**src/rtl/fixed_block_pool_allocator_macros.svh**
```systemverilog
// Assertion macros shared by the pool allocator RTL.
`ifndef FIXED_BLOCK_POOL_ALLOCATOR_MACROS_SVH
`define FIXED_BLOCK_POOL_ALLOCATOR_MACROS_SVH

// same-cycle implication, sampled on clk, off during reset
`define FBPA_ASSERT_IMP(name, ante, cons, msg) \
    name: assert property (@(posedge clk) disable iff (!rst_n) (ante) |-> (cons)) \
        else $error(msg);

// next-cycle implication, sampled on clk, off during reset
`define FBPA_ASSERT_NXT(name, ante, cons, msg) \
    name: assert property (@(posedge clk) disable iff (!rst_n) (ante) |=> (cons)) \
        else $error(msg);

`endif

```
**src/rtl/fbpa_pkg.sv**
```systemverilog
// Types and constants of the fixed block pool allocator.
package fbpa_pkg;

    localparam int MAX_BLOCKS = 1024;
    localparam int IDX_W      = $clog2(MAX_BLOCKS);
    localparam int LINK_W     = $clog2(MAX_BLOCKS + 1);

    localparam int ADDR_W     = 32;
    localparam int SIZE_W     = 17;
    localparam int COUNT_W    = 11;
    localparam int STRIDE_W   = 18;
    localparam int PROD_W     = IDX_W + STRIDE_W;
    localparam int DIV_CNT_W  = $clog2(ADDR_W);

    localparam int DATA_W     = 32;
    localparam int PADDR_W    = 4;

    localparam logic [LINK_W-1:0]   NULL_LINK    = LINK_W'(MAX_BLOCKS);
    localparam logic [ADDR_W-1:0]   HEADER_BYTES = 32'd12;
    localparam logic [STRIDE_W-1:0] LINK_BYTES   = 18'd4;
    localparam logic [STRIDE_W-1:0] ROUND_MASK   = 18'h3;

    localparam logic [1:0] OP_INIT  = 2'd0;
    localparam logic [1:0] OP_ALLOC = 2'd1;
    localparam logic [1:0] OP_FREE  = 2'd2;

    localparam logic [1:0] ST_OK       = 2'd0;
    localparam logic [1:0] ST_EMPTY    = 2'd1;
    localparam logic [1:0] ST_BAD_FREE = 2'd2;

    localparam logic [1:0] REG_BASE  = 2'd0;
    localparam logic [1:0] REG_SIZE  = 2'd1;
    localparam logic [1:0] REG_COUNT = 2'd2;

    typedef struct packed {
        logic [1:0]        operation;
        logic [ADDR_W-1:0] free_address;
    } req_t;

    typedef struct packed {
        logic [ADDR_W-1:0] block_address;
        logic [1:0]        status;
    } rsp_t;

endpackage

```
**src/rtl/fbpa_div.sv**
```systemverilog
// Radix-2 restoring divider, one quotient bit per cycle.
module fbpa_div
    import fbpa_pkg::*;
(
    input  logic                clk,
    input  logic                rst_n,
    input  logic                start,
    input  logic [ADDR_W-1:0]   dividend,
    input  logic [STRIDE_W-1:0] divisor,
    output logic                done,
    output logic [ADDR_W-1:0]   quot,
    output logic [STRIDE_W-1:0] rem
);

    logic                 busy_reg, busy_next;
    logic                 done_reg, done_next;
    logic [DIV_CNT_W-1:0] cnt_reg, cnt_next;
    logic [ADDR_W-1:0]    quot_reg, quot_next;
    logic [STRIDE_W-1:0]  rem_reg, rem_next;
    logic [STRIDE_W-1:0]  dvs_reg, dvs_next;

    logic [STRIDE_W:0]    trial;
    logic [STRIDE_W:0]    diff;
    logic                 ge;

    assign trial = {rem_reg, quot_reg[ADDR_W-1]};
    assign ge    = trial >= {1'b0, dvs_reg};
    assign diff  = trial - {1'b0, dvs_reg};

    always_comb
    begin
        busy_next = busy_reg;
        done_next = 1'b0;
        cnt_next  = cnt_reg;
        quot_next = quot_reg;
        rem_next  = rem_reg;
        dvs_next  = dvs_reg;
        if (start)
        begin
            busy_next = 1'b1;
            cnt_next  = '0;
            quot_next = dividend;
            rem_next  = '0;
            dvs_next  = divisor;
        end
        else if (busy_reg)
        begin
            cnt_next  = cnt_reg + DIV_CNT_W'(1);
            quot_next = {quot_reg[ADDR_W-2:0], ge};
            rem_next  = ge ? diff[STRIDE_W-1:0] : trial[STRIDE_W-1:0];
            if (cnt_reg == DIV_CNT_W'(ADDR_W - 1))
            begin
                busy_next = 1'b0;
                done_next = 1'b1;
            end
        end
    end

    always_ff @(posedge clk or negedge rst_n)
    begin
        if (!rst_n)
        begin
            busy_reg <= 1'b0;
            done_reg <= 1'b0;
            cnt_reg  <= '0;
        end
        else
        begin
            busy_reg <= busy_next;
            done_reg <= done_next;
            cnt_reg  <= cnt_next;
        end
    end

    always_ff @(posedge clk)
    begin
        quot_reg <= quot_next;
        rem_reg  <= rem_next;
        dvs_reg  <= dvs_next;
    end

    assign done = done_reg;
    assign quot = quot_reg;
    assign rem  = rem_reg;

endmodule

```
**config.mk**
```make
export PLATFORM = sky130hd
export DESIGN_NAME = fbpa_div
export DESIGN_NICKNAME = d
export VERILOG_FILES = /design/src/rtl/fixed_block_pool_allocator_macros.svh /design/src/rtl/fbpa_pkg.sv /design/src/rtl/fbpa_div.sv
export SDC_FILE = /design/constraint.sdc
export NUM_CORES = 1
export LEC_CHECK = 0
export BUFFER_PORTS_ARGS = -buffer_cell sky130_fd_sc_hd__buf_2
export CAP_MARGIN = 30
export CORE_MARGIN = 8
export CORE_UTILIZATION = 30
export CTS_BUF_LIST = sky130_fd_sc_hd__clkbuf_16
export DETAILED_ROUTE_END_ITERATION = 10
export PLACE_DENSITY_LB_ADDON = 0.08
export SYNTH_ARGS = -nofsm -noshare
export SYNTH_HDL_FRONTEND = slang
export SYNTH_SLANG_ARGS = --single-unit
```
**constraint.sdc**
```tcl
create_clock -name clk -period 4 [get_ports clk]
set_clock_uncertainty 0.05 [all_clocks]
set_input_delay 1 -clock clk [delete_from_list [all_inputs] [get_ports clk]]
set_output_delay 1 -clock clk [all_outputs]
set_load 0.03 [all_outputs]
```
* After elaboration in Yosys (flattened, before gate mapping)
Index checks and enable logic that the tools add are counted.
Word-level totals: bits in registers 75, output and inout bits 51
Operators by class: $add $sub $neg 2, $lt $le $gt $ge 1, equal/unequal tests 1, muxes and demuxes 11, reductions and logical operators 1
Operators by type and width (number):
- two-way mux 32 bit | 2
- greater-or-equal comparator 19 x 18 -> 1 bit | 1
- two-way mux 18 bit | 1
- subtractor 18 bit | 1
- two-way mux 5 bit | 2
- two-way mux 1 bit | 6
- adder 5 x 1 -> 5 bit, second input constant | 1
- == test 5 bit, second input constant | 1
- nonzero test 2 bit | 1

* Logic depth before layout (Yosys ltp)
Gate-level depths: netlist of the first run.
word-level depth 4, gate-level depth with buffers 12, mapped depth without buffers 11

* Least setup slack after synthesis of the first run
No wires, ideal clock.
path type flip-flop to flip-flop, start point reg rem_reg[11] (netlist: rem[11]), end point reg quot_reg[0] (netlist: quot[0]) (data pin), library setup time 0.260 ns, arrival 2.339 ns, path slack 1.351 ns, stages on the path, launching flop included 11, buffers on the path 3, period minus slack after synthesis 2.649 ns, path through dfxtp_1 > ha_1 > buf_2 > a21o_1 > a21oi_1 > o22ai_1 > nor4_1 > o31ai_2 > buf_6 > buf_8 > mux2_2
On the way: cells in the longest elaborated chain, start to end 3
Ends and longest elaborated chain:
- start: declaration | RTL line fbpa_div.sv:19 | logic [STRIDE_W-1:0] rem_reg, rem_next;
- start signal: assignment | RTL line fbpa_div.sv:78 | rem_reg <= rem_next;
- greater-or-equal comparator 19 x 18 -> 1 bit | RTL line fbpa_div.sv:27 | assign ge = trial >= {1'b0, dvs_reg};
- two-way mux 32 bit | RTL line fbpa_div.sv:46 | else if (busy_reg)
- two-way mux 32 bit | RTL line fbpa_div.sv:38 | if (start)
- named net quot_next[0] | RTL line fbpa_div.sv:18 | logic [ADDR_W-1:0] quot_reg, quot_next;
- end signal: assignment | RTL line fbpa_div.sv:77 | quot_reg <= quot_next;
- end: declaration | RTL line fbpa_div.sv:18
The timed path passes the listed nets, and every way through them passes these cells. The select of a mux whose other input is x is not followed. A chain may end at the register's enable or synchronous reset.

* Worst setup path after layout of the first run
start point reg quot_reg[31] (netlist: quot[31]), end point reg rem_reg[14] (netlist: rem[14])
On the way: cells in the longest elaborated chain, start to end 2, elaborated cells on any way between the ends 3
Ends and longest elaborated chain:
- subtractor 18 bit / greater-or-equal comparator 19 x 18 -> 1 bit (equally long branches) | RTL line fbpa_div.sv:28, fbpa_div.sv:27
- two-way mux 18 bit * | RTL line fbpa_div.sv:50 | rem_next = ge ? diff[STRIDE_W-1:0] : trial[STRIDE_W-1:0];
Mark *: on every way between the ends. The rest lies on a longest branch, timed or not.

==> results.ini, run 1 <==
[run_status]
outcome = finished clean

[sta]
worstMarginPinSlew_ns = 0.660
fmax_ghz = 0.348
period_share_pct = 71.9
period_minus_slack_ns = 2.88
maxSlewViolCount = 0
setup_tns_ns = 0
hold_ws_ns = 0.445
report.final.setup_viol = 0
hold_violations = 0
slew_headroom_pct = 56.0
rsz0062_at_grt = no

[synthesis]
ys_seq_elements = 75
synthArstFlopShare_pct = 9.33
yosysSeqAreaShare_pct = 50.9
synth.avg_cell_area_um2 = 11.7
syn_area_mm2 = 0.00401
synth_flop_cell = edfxtp_1
ys_types = 54
synth_top_area_share_pct = 37.5
yosys_warnings = 0
synth_top_area_cell = edfxtp_1
synth_edf_count = 50
synthCells = 341
synthTopCellsByArea = edfxtp_1, dfxtp_1, mux2_2
syn_nets = 415

[cts]
post-cts-setup-buffers = 0
cts_tree = yes
worst_skew_pair.late_latency_ns = 0.34
cts_hold_buf = 0
cts.sinks = 75
cts_resized = 0
root_buffer = clkbuf_16
numCtsBuffers = 9
htreeDepth = 3
cts.clk_slew.worst_paths_ns = 0.06
cts_buffer_depth = 2

[power_and_ir_drop]
ir_drop_uv = 246
total_power_mw = 3.38
p_leak_nw = 2.25
powerDensity_mw_per_mm2 = 667

[final_layout]
fillers = 1342
drive_above_1_share_pct = 36.8
syn_to_final_growth_pct = 26.4
final_common_cell = buf_2
final_cell_mix = buf_2, edfxtp_1, mux2_2
largest_reg_flops = 32
antenna_cells = 0
seqCellArea_mm2 = 0.00204
nNetsFinal = 517
multi_input_area_mm2 = 0.00179

[drt]
drt-wirelength-per-cell_um = 16.2
drt_wl_total_mm = 10.1
via_per_inst = 4.69
drtIter0Drc = 122
drc = 0
ant_nets = 0
vias = 2929
drt_pass1_iterations = 4

[floorplanning]
die_w_um = 132
pin_count = 104
coreArea_mm2 = 0.0131
dieArea_mm2 = 0.0173
initial_core_util_pct = 30.5
rows = 42
die_h_um = 132

[worst_hold_path]
min_path_type = in2async

[setup_path]
path_class = reg2reg
crit_required_ns = 4.15
crit_arrival_ns = 3.02
worstSetupEndpointType = flop
cp_max_fo = 3
start_kind = flop

[placed_design]
port_buffers = 103
place_congestion = 0.776
hpwl_mm = 7.37

[global_route]
grt-ovfl-total = 0
grt_max_degree = 52
antenna_found_initial = 1
grt_pass1_vias = 3217
grt_first_pass_wirelength_mm = 16.5
grt_use_total_pct = 11.9

[run]
maxCapViolations = 0

cell families after synthesis:
| family | synth area share, % |
|---|---|
| buffers and inverters | 4.44 |
| multiplexers | 11.9 |
| flip-flops | 50.9 |
| AO/OA/AOI/OAI | 13.9 |
| XOR/XNOR | 3.94 |
| AND/OR/NAND/NOR | 8.28 |
| adder cells (fa/ha/maj) | 6.75 |
cell type report:
type                            instances  area share, %
Clock inverter                          7           2.79
Tap cell                              176           4.35
Clock buffer                            9           4.45
Sequential cell                        75           40.2
Timing Repair Buffer                  109           11.1
Multi-Input combinational cell        225           35.4
Inverter                               23           1.71
Yosys cell counts, types with 8 or more instances:
cell type / number
edfxtp_1: 50
o21ai_0: 11
a21oi_1: 9
inv_1: 23
ha_1: 20
a21o_1: 8
nor2_1: 22
mux2i_1: 10
clkbuf_1: 9
a211oi_1: 9
dfxtp_1: 18
nand2_1: 13
xnor2_1: 8
xor2_1: 10
mux2_2: 32
worst paths after layout:
kind	from	to	slack, ns	depth (start not counted)
hold reg to reg	rem[8]	rem[8]	0.48	2
max in group asynchronous	rst_n	cnt_reg[4]	3.29	1
setup / recovery	quot[31]	rem[14]	1.12	11
hold / removal	rst_n	cnt_reg[2]	0.45	1
min in group clk	rem[8]	rem[8]	0.48	2
setup reg to reg	quot[31]	rem[14]	1.12	11
critical path, cell delays in order (launching register included):
cell,delay [ns]
edfxtp_1,0.38
inv_1,0.09
ha_1,0.17
inv_1,0.06
fa_1,0.43
a211oi_1,0.36
o21ai_0,0.21
a41oi_1,0.35
o21ai_0,0.16
xor2_1,0.16
mux2i_1,0.22
a211oi_2,0.10
routing by layer:
layer,share of wire (%),vias up,global-route usage (%),wire (µm)
li1,-,1475,-,-
met1,46,1363,13.7,4670
met2,44,76,18.6,4430
met3,8.2,13,6.10,830
met4,1.6,2,4.28,161
met5,0.13,-,0,13
per-stage QoR:
step           utilization (%)  std cells  instance area, µm²  setup WS, ns
3_3_place_gp              35.7        607                4690         0.798
2_1_floorplan                -        341                4010          1.35
5_1_grt                   38.5        624                5060         0.892
3_5_place_dp              35.7        607                4690         0.704
4_1_cts                   38.5        623                5050         0.692
6_report                  38.5        624                5060          1.12
report_power, final:
part           internal, mW  switching [mW]
Sequential            0.967           0.103
Clock                 0.672           0.323
Combinational         0.519           0.791
Total                  2.16            1.22
(Power assumes the default switching activity.)
==> inputs of run 2 (changes only) <==
clock period = 2.32 ns   (was 4 ns; I/O delays follow)
==> run 2 against run 1 <==
The flow now finishes with violations (negative setup slack). Clock power rose by 29%. Sequential power rose by 72%. Combinational power rose by 140%. Die area did not move. Design area rose by 14%. Non-clock buffer count rose by 59. Utilization rose by 5.3 points. Sequential share of layout area fell by 4.3 points. Count of clock-buffer cells in the layout did not move. Maximum frequency rose by 21%. Largest power group unchanged.
==> results.ini, run 2 (same netlist as run 1, synthesis figures left out) <==
[run_status]
outcome = complete, but fails checks
failed_checks = negative setup slack

[cts]
htreeDepth = 3  ; unchanged
root_buffer = clkbuf_16
cts.clk_slew.worst_paths_ns = 0.06  ; about the same
worst_skew_pair.late_latency_ns = 0.34  ; about the same
numCtsBuffers = 9  ; unchanged
cts_tree = yes
cts_buffer_depth = 2  ; unchanged
cts.sinks = 75  ; unchanged

[sta]
hold_violations = 0  ; unchanged
worstMarginPinSlew_ns = 0.544  ; -0.116 ns
hold_ws_ns = 0.0165  ; -0.429 ns
maxSlewViolCount = 0  ; unchanged
report.final.setup_viol = 11  ; +11
rsz0062_at_grt = yes
slew_headroom_pct = 63.6  ; +7.6 points
period_share_pct = 103  ; +31 points
fin_ws_ns = -0.0645  ; -1.19 ns
fmax_ghz = 0.419  ; +21%
period_minus_slack_ns = 2.38  ; -0.491 ns

[drt]
drt-wirelength-per-cell_um = 15.9  ; -1.7%
ant_nets = 0  ; unchanged
drt_pass1_iterations = 4  ; unchanged
drc = 0  ; unchanged
via_per_inst = 4.70  ; about the same
vias = 3208  ; +9.5%
drtIter0Drc = 160  ; +31%
drt_wl_total_mm = 10.9  ; +7.6%

[worst_hold_path]
min_path_type = in2async

[power_and_ir_drop]
pwr-share-comb_pct = 50.7  ; +12 points
p_seq_share_pct = 29.0  ; -2.7 points
swShare_pct = 37.9  ; +1.9 points
p_leak_nw = 2.57  ; +14%
total_power_mw = 6.32  ; +87%
pwr-share-clk_pct = 20.2  ; -9.3 points
internal_power_mw = 3.92  ; +82%
powerDensity_mw_per_mm2 = 1100  ; +65%
ir_drop_uv = 404  ; +65%
netSwitchingPower_mw = 2.40  ; +97%

[global_route]
grt_max_degree = 32  ; -38%
grt_use_total_pct = 12.9  ; +0.98 points
grt-ovfl-total = 0  ; unchanged
grt_first_pass_wirelength_mm = 17.9  ; +8.2%
grt_pass1_vias = 3532  ; +9.8%
antenna_found_initial = 1  ; unchanged

[final_layout]
syn_to_final_growth_pct = 43.7
multi_input_area_mm2 = 0.00207  ; +15%
finalCoreUtilization_pct = 43.8  ; +5.3 points
antenna_cells = 0  ; unchanged
seqCellArea_mm2 = 0.00207  ; +1.5%
final_cell_mix = buf_2, buf_4, edfxtp_1
nNetsFinal = 576  ; +11%
fillers = 1298  ; -3.3%
final_common_cell = buf_2
drive_above_1_share_pct = 54.4  ; +18 points
largest_reg_flops = 32  ; unchanged

[floorplanning]
die_w_um = 132  ; unchanged
rows = 42  ; unchanged
coreArea_mm2 = 0.0131  ; unchanged
dieArea_mm2 = 0.0173  ; unchanged
die_h_um = 132  ; unchanged
pin_count = 104  ; unchanged
initial_core_util_pct = 30.5  ; unchanged

[setup_path]
worstSetupEndpointType = flop
cp_max_fo = 5  ; +2
crit_required_ns = 2.53  ; -1.62 ns
crit_arrival_ns = 2.59  ; -0.43 ns
start_kind = flop
path_class = reg2reg

[placed_design]
port_buffers = 103  ; unchanged
dp_slack_ns = -0.147  ; -0.852 ns
hpwl_mm = 8.15  ; +11%
place_congestion = 0.794  ; +2.3%

[run]
maxCapViolations = 0  ; unchanged

==> run 2: cell types whose count changed in the layout (fill, tap and decap cells not counted), moves of 6 or more <==
cell | previous run | this run
buf_4 | 6 | 56
dfxtp_1 | 18 | 6
ha_1 | 20 | 10
ha_4 | 0 | 9
buf_6 | 0 | 8
dfxtp_2 | 0 | 6
dfxtp_4 | 0 | 6
inv_1 | 24 | 18
inv_2 | 0 | 6
o21ai_0 | 11 | 5
==> run 2: worst paths after layout <==
kind | start | end | slack, ns | depth (start not counted)
max in group asynchronous | rst_n | cnt_reg[1] | 2.05 | 1
min in group clk | divisor[0] | dvs_reg[0] | 0.36 | 1
setup reg to reg | dvs_reg[1] | rem[6] | -0.06 | 11
setup / recovery | dvs_reg[1] | rem[6] | -0.06 | 11
hold reg to reg | rem[17] | rem[17] | 0.46 | 2
hold / removal | rst_n | busy_reg | 0.02 | 1
==> run 2: worst max-delay path, stage by stage (launching register included) <==
cell	delay [ns]
edfxtp_1	0.38
inv_2	0.10
ha_4	0.21
nor2b_4	0.12
o31a_1	0.31
o21ai_2	0.23
a22o_4	0.18
o31ai_4	0.10
buf_6	0.15
buf_4	0.13
a31o_2	0.22
a211oi_2	0.12
==> run 2: per-layer routing <==
metal  vias to the layer above  track usage (%)  part of all wire [%]
li1                       1600                -                     -
met1                      1504             15.4                    46
met2                        83             19.9                    45
met3                        19             5.22                   7.4
met4                         2             5.74                   1.9
met5                         -                0                 0.074
==> run 2: stage by stage <==
stage | TNS (ns) | instance area [µm²] | std cells
2_1_floorplan | -0.145 | 4120 | 341
3_3_place_gp | -0.435 | 5190 | 660
3_5_place_dp | -0.926 | 5190 | 660
4_1_cts | -0.528 | 5660 | 681
5_1_grt | -2.46 | 5760 | 683
6_report | -0.331 | 5760 | 683
==> run 2: power by group through the flow <==
stage | sequential, mW | clock, mW | combinational (mW)
floorplan | 2.25 | 0 | 1.45
global placement | 1.84 | 0 | 2.79
detailed placement | 1.84 | 0 | 2.79
CTS | 1.84 | 1.33 | 3.07
global route | 1.87 | 1.37 | 3.48
finish | 1.84 | 1.28 | 3.20
==> run 2: final cells by class <==
| type | instances | share of cell area (%) |
|---|---|---|
| clock buffer | 9 | 3.91 |
| tap | 176 | 3.83 |
| clock inverter | 7 | 0.783 |
| sequential | 75 | 35.9 |
| timing repair buffer | 168 | 18.2 |
| inverter | 23 | 1.50 |
| multi-input combinational | 225 | 35.9 |
==> run 2: timing repair <==
action                                  in CTS  in global routing
endpoints found under the setup margin      18                 18
pin swaps                                   22                 14
buffers inserted                             4                  2
gates cloned                                 1                  0
gates resized for setup                     31                 23
hold buffers                                 0                  0
